===== config.mk =====
export PLATFORM = sky130hd
export DESIGN_NAME = qpr_sum
export DESIGN_NICKNAME = d
export VERILOG_FILES = /design/src/rtl/qpr_pkg.sv /design/src/rtl/qpr_sum.sv
export SDC_FILE = /design/constraint.sdc
export NUM_CORES = 1
export LEC_CHECK = 0
export BUFFER_PORTS_ARGS = -buffer_cell sky130_fd_sc_hd__buf_4
export CELL_PAD_IN_SITES_DETAIL_PLACEMENT = 1
export CELL_PAD_IN_SITES_GLOBAL_PLACEMENT = 1
export CORE_AREA = 2 2 253 255
export CTS_BUF_LIST = sky130_fd_sc_hd__clkbuf_2 sky130_fd_sc_hd__clkbuf_4 sky130_fd_sc_hd__clkbuf_8
export DETAILED_ROUTE_END_ITERATION = 6
export DIE_AREA = 0 0 255 257
export PLACE_DENSITY_LB_ADDON = 0.1
export SLEW_MARGIN = 20
export SYNTH_ARGS = -nofsm -noshare
export SYNTH_HDL_FRONTEND = slang
export SYNTH_SLANG_ARGS = --single-unit

===== constraint.sdc =====
create_clock -name clk -period 4.3 [get_ports clk]
set_input_delay 0.645 -clock clk [delete_from_list [all_inputs] [get_ports clk]]
set_output_delay 0.645 -clock clk [all_outputs]
set_load 0.1 [all_outputs]

===== src/rtl/qpr_pkg.sv =====
// ----------------------------------------------------------------------------
// qpr_pkg
// Shared types, widths and the Hamilton product sign table for the
// quaternion point rotation pipeline.
// ----------------------------------------------------------------------------
package qpr_pkg;

  localparam int VAL_W         = 18;
  localparam int PROD_W        = 2 * VAL_W;
  localparam int SUM_W         = PROD_W + 2;
  localparam int FRAC_BITS_DEF = 16;
  localparam int CFG_IDX_W     = 2;

  typedef logic signed [VAL_W-1:0]  val_t;
  typedef val_t                     quat_t [4];
  typedef logic signed [PROD_W-1:0] prod_t;
  typedef prod_t                    prod_mat_t [4][4];

  typedef enum logic [CFG_IDX_W-1:0] {
    REG_ROT_W = CFG_IDX_W'(0),
    REG_ROT_X = CFG_IDX_W'(1),
    REG_ROT_Y = CFG_IDX_W'(2),
    REG_ROT_Z = CFG_IDX_W'(3)
  } reg_idx_t;

  // output k of a*b sums a[i]*b[i^k]; bit i set means that term is subtracted
  localparam logic [3:0] HAM_NEG [4] = '{4'b1110, 4'b1000, 4'b0010, 4'b0100};

endpackage


===== src/rtl/qpr_sum.sv =====
// ----------------------------------------------------------------------------
// qpr_sum
// Hamilton product sums over registered products, rounded to nearest and
// saturated to the 18-bit range, then registered.
// ----------------------------------------------------------------------------
module qpr_sum #(
  parameter int FRAC_BITS = qpr_pkg::FRAC_BITS_DEF,
  parameter bit CONJ_B    = 1'b0
) (
  input  logic               clk,
  input  logic               rst,
  input  logic               in_valid,
  input  qpr_pkg::prod_mat_t prod,
  output logic               out_valid,
  output qpr_pkg::quat_t     res
);
  import qpr_pkg::*;

  localparam logic signed [SUM_W-1:0] HALF   = SUM_W'(1) << (FRAC_BITS - 1);
  localparam logic signed [SUM_W-1:0] SAT_HI = SUM_W'((2 ** (VAL_W - 1)) - 1);
  localparam logic signed [SUM_W-1:0] SAT_LO = -SAT_HI - SUM_W'(1);

  logic signed [SUM_W-1:0] acc [4];
  logic signed [SUM_W-1:0] sh  [4];
  quat_t                   res_next;

  always_comb begin
    logic signed [SUM_W-1:0] term;
    logic                    neg;
    for (int k = 0; k < 4; k++) begin
      acc[k] = HALF;
      for (int i = 0; i < 4; i++) begin
        term = SUM_W'(prod[i][i ^ k]);
        neg  = HAM_NEG[k][i] ^ (CONJ_B && (i != k));
        acc[k] = neg ? (acc[k] - term) : (acc[k] + term);
      end
      sh[k] = acc[k] >>> FRAC_BITS;
      if (sh[k] > SAT_HI) begin
        res_next[k] = SAT_HI[VAL_W-1:0];
      end else if (sh[k] < SAT_LO) begin
        res_next[k] = SAT_LO[VAL_W-1:0];
      end else begin
        res_next[k] = sh[k][VAL_W-1:0];
      end
    end
  end

  always_ff @(posedge clk) begin
    if (rst) begin
      out_valid <= 1'b0;
    end else begin
      out_valid <= in_valid;
    end
  end

  always_ff @(posedge clk) begin
    res <= res_next;
  end

endmodule


Word level (Yosys, flattened, before mapping)
Index checks and enable logic that the tools add are counted.

Add/subtract/negate cells: 16. Multipliers: 0. Div/mod/pow operators: 0. $lt $le $gt $ge: 8. Equal/unequal tests: 0. Shifts and indexed selects: 0. Mux-type cells: 4. Bitwise operators: 0. Reductions and logical operators: 0.

Operators with widths (count): $add 38x36->38 (4); $sub 38x36->38 (4); $add 17x36->37 const A (4); $gt 22x18->1 const B (4); $lt 22x18->1 const B (4); $add 37x36->38 (2); $sub 37x36->38 (2); $mux 18 (4).

Register bits after elaboration: 73. Latch bits: 0. Memory bits (writable): 0. Bits in read-only memories: 0. Word-level logic and storage cells: 33. Memories kept: 0.

Depth between registers and ports, before layout
Depth in word-level cells: 6. Mapped depth: 19. Depth with buffers taken out: 17.

Worst setup path after synthesis
Ideal clock, no wire load.

Kind: input-to-reg. From: input port prod[14] (netlist name). To: register res[70] (netlist name). Setup time: 114 ps. Arrival: 4537 ps. Setup slack: -351 ps. Stages on the path: 18. Path buffers: 1. Cell sequence: inv_1 fa_1 inv_1 fa_1 inv_1 fa_1 ha_1 nand3_1 nor3b_1 a211oi_1 o21ai_1 a221oi_1 o21ai_1 a31oi_1 xor2_1 a41oi_2 clkbuf_1 a21o_1.

Word-level cells in the longest chain between the ends: 3.

RTL lines: start, declared (RTL line qpr_sum.sv:13) `input qpr_pkg::prod_mat_t prod,`; $sub 38x36->38 * (RTL line qpr_sum.sv:35) `acc[k] = neg ? (acc[k] - term) : (acc[k] + term);`; $lt 22x18->1 (RTL line qpr_sum.sv:40) `end else if (sh[k] < SAT_LO) begin`; $mux 18 (RTL line qpr_sum.sv:40); end signal, assigned (RTL line qpr_sum.sv:57) `res <= res_next;`; end, declared (RTL line qpr_sum.sv:15) `output qpr_pkg::quat_t res`.

Mark *: on every way between the ends. The rest lies on a longest branch, timed or not. A chain may end at the register's enable or synchronous reset.

Worst setup path in the final report
From: input port prod[122] (netlist name). To: register res[10] (netlist name).

Word-level cells in the longest chain between the ends: 3.

RTL lines (RTL line): $add 38x36->38 * (qpr_sum.sv:35); $lt 22x18->1 (qpr_sum.sv:40); $mux 18 (qpr_sum.sv:40).

Marks and branches as above.

==> summary.md <==
| Metric | Value |
|---|---|
| Run status | finished, violations left |
| Failing checks | setup timing |
| Overflow after GRT | 0 |
| DP HPWL | 59900 µm |
| Critical Path Start | prod[122] |
| Clock Path Buffers | 2 |
| # Max-Cap Violations | 0 |
| Hold Path Origin | rst |
| Top cells by area, synth | fa_1 (33%), ha_1 (21%), dfxtp_1 (8.5%) |
| First-pass GRT wire length | 101000 µm |
| Number of DRC markers in iteration 0 | approximately 420 |
| Synthesized flop and latch total | 73 |
| DRT antenna net count | 0 |
| Max Freq | 231 MHz |
| Non-Filler Instances | 3612 |
| Slew Limit Fails | 0 |
| Post-synthesis instance total | 1805 |
| Final core occ | ~44% |
| Number of synthesized flops with an enable pin | 0 |
| Nets@finish | slightly below 4000 |
| Total number of vias | 16600 |
| Horiz. Die Dim | 255 µm |
| Initial antenna violation count | 1 |
| Seq pwr share | 6.7% |
| Startpoint type of the worst setup path | input pin |
| CP endpoint kind | flip-flop |
| Total clock sinks | 73 |
| Fill cells | 7224 |
| Reg clk slew, reported paths | 0.09 ns |
| Part of the cycle the worst path needs | 101% |
| Critical path peak fanout | 17 |
| CTS tree | built |
| Syn Nets | 2960 |
| CTS root buf | clkbuf_8 |
| Peak VDD IR | 0.000334 V |
| Setup WS pre-CTS | -0.637 ns |
| Min Clock Period, post-route | approximately 4.3 ns |
| Post-synthesis sequential area ratio | 8.51% |
| Vias in the first global route | 18800 |
| Tot Pwr | 18.5 mW |
| Mapped Area | 17200 µm² |
| Hold WC Path Type | input pin to flip-flop |
| Ys Warns | 0 |
| Net load switching power | a little under 10 mW |
| PortBufs | 651 |
| Int Pwr | 8.65 mW |
| Leading area contributor after synthesis | fa_1 |
| Drt total wl | 65400 µm |
| Slew @ Worst Pin | 0.609 ns |
| DIE AREA | between 60000 and 70000 µm² |
| Area Overhead vs Synth | 59.1% |
| Final worst slack | -0.0238 ns |
| Unique masters post-synth | 78 |
| DRC viols | 0 |
| RSZ-0062 raised after global routing | true |
| # H-tree levels | 3 |
| Crit path kind | input pin to flip-flop |
| Pin count of the biggest net entering global routing | 18 |
| Pre-antenna DRT Iters | 4 |
| Lkg Pwr | between 10 and 15 nW |
| Fraction of registers with async set/reset | 0% |
| I/O pin count | 652 |
| Top-area cell type share of the netlist area | 33.1% |
| Hold Buf Count CTS | 0 |
| Clock share of power | between 2 and 3% |
| Combinational Power Share | around nine tenths |
| Post-Syn Area per Cell | 9.51 µm² |
| Initial core utilization | approximately 27% |
| PwrDens | 679 nW/µm² |
| Hold Slack | 0.368 ns |
| Sw frac | 53.3% |
| Row count | 92 |
| Placed cells | roughly 3600 |
| Total GRT Usage | 19.7% |
| Worst EP arrival | 4.68 ns |
| CTS Buf Count | 9 |
| Wire per inst | 18.1 µm |
| Endpoints failing hold | 0 |
| Max-slew headroom | 58.9% |
| RD Place Congestion | 0.888 |
| Main synth FF type | dfxtp_1 |
| Vias per cell | 4.58 |
| Chip height | 257 µm |
| Core area | 62700 µm² |
| Final setup vio count | 14 |
| CP required | 4.66 ns |
| Layout cell share with drive strength beyond 1 | 44.6% |
repair_timing:
item                                    in CTS  in global routing
resized for setup                           28                186
endpoints found under the setup margin      63                 69
cloned                                       1                  5
pin swaps                                   22                 74
buffers inserted                             5                 15
layout make-up:
class	count	area (µm²)	share of cell area, %
antenna	1	2.50	0.00917
clock buffer	14	174	0.637
inverter	292	1110	4.06
multi-input combinational	1410	16000	58.8
sequential	73	1460	5.35
tap	846	1060	3.88
timing repair buffer	975	7440	27.3
timing repair inverter	1	7.51	0.0275
critical path: stages:
cell       delay [ns]
buf_4            0.12
fa_2             0.39
fa_1             0.54
fa_2             0.47
ha_4             0.31
nand2_2          0.08
nor3_4           0.25
o2111ai_2        0.17
a31o_1           0.24
a211o_1          0.35
and2_4           0.17
o21ai_4          0.14
xnor2_2          0.13
o41ai_4          0.35
buf_12           0.20
a21o_1           0.13
cells in the final DEF (no fill, tap or decap), types with 7 or more instances in the layout:
cell | synthesis | layout
buf_4 | 2 | 958
inv_1 | 292 | 286
fa_1 | 284 | 271
ha_1 | 292 | 232
a21oi_1 | 137 | 115
nand2_1 | 113 | 109
a21o_1 | 79 | 79
dfxtp_1 | 73 | 73
ha_4 | 0 | 57
nor2_1 | 63 | 54
xnor2_1 | 55 | 48
o21ai_0 | 83 | 46
o21ai_2 | 1 | 34
xor2_1 | 33 | 32
nand4_1 | 24 | 24
a21oi_2 | 1 | 22
nand3_1 | 26 | 21
nor3_1 | 25 | 16
fa_2 | 0 | 13
o211ai_1 | 12 | 12
o21ai_1 | 10 | 11
clkbuf_8 | 0 | 11
buf_6 | 1 | 11
o21bai_1 | 11 | 10
nor4_1 | 8 | 8
xnor2_2 | 2 | 8
nor2_2 | 0 | 7
power by group through the flow:
stage / clock (mW) / combinational (mW) / sequential [mW]
2_1_floorplan: 0 / 7.10 / 3.72
5_1_grt: 0.590 / 18.3 / 1.28
6_report: 0.534 / 16.8 / 1.25
3_5_place_dp: 0 / 15.0 / 1.27
3_3_place_gp: 0 / 14.9 / 1.26
4_1_cts: 0.568 / 15.4 / 1.26
cell families (layout without fill, tap and decap cells):
family	after synthesis	count (layout)	share of synthesized area [%]
simple gates	306	306	8.35
fa+ha+maj	576	576	54.4
compound gates	437	437	16.8
flops	73	73	8.51
other cells	0	1	0
mux	1	1	0.0583
buf+inv	322	1282	7.20
xor+xnor	90	90	4.68
per-stage QoR:
step,TNS (ns),instance area (µm²)
after floorplan,-4.21,17700
after global placement,-32.67,25800
after detailed placement,-37.12,25800
after CTS,-0.268,26100
after global routing,-6.73,27300
final,-0.0965,27300
worst paths after layout:
path / cells after the start / endpoint / slack (ns)
setup / recovery: 16 / res[10] / -0.02
hold / removal: 2 / out_valid / 0.37
synthesized netlist by cell type, types with 9 or more instances:
cell	instances
a21oi_1	137
ha_1	292
xor2_1	33
clkbuf_1	21
nor3_1	25
a21o_1	79
o21bai_1	11
fa_1	284
inv_1	292
nor2_1	63
o211ai_1	12
o21ai_0	83
o21ai_1	10
dfxtp_1	73
a211oi_1	9
xnor2_1	55
nand4_1	24
nand2_1	113
nand3_1	26
per-layer routing:
metal | global-route usage (%) | routed length [µm] | vias up | share of wire (%)
li1 | - | - | 8060 | -
met1 | 23.3 | 26400 | 8113 | 40
met2 | 37.5 | 35200 | 342 | 54
met3 | 3.11 | 3030 | 35 | 4.6
met4 | 2.81 | 714 | 0 | 1.1
met5 | 0 | 0 | - | 0
state kept, by name (all words and copies together) (netlist names):
name	cells
out_valid	1
res	72
Note: power is estimated with default switching activity, not from simulation.
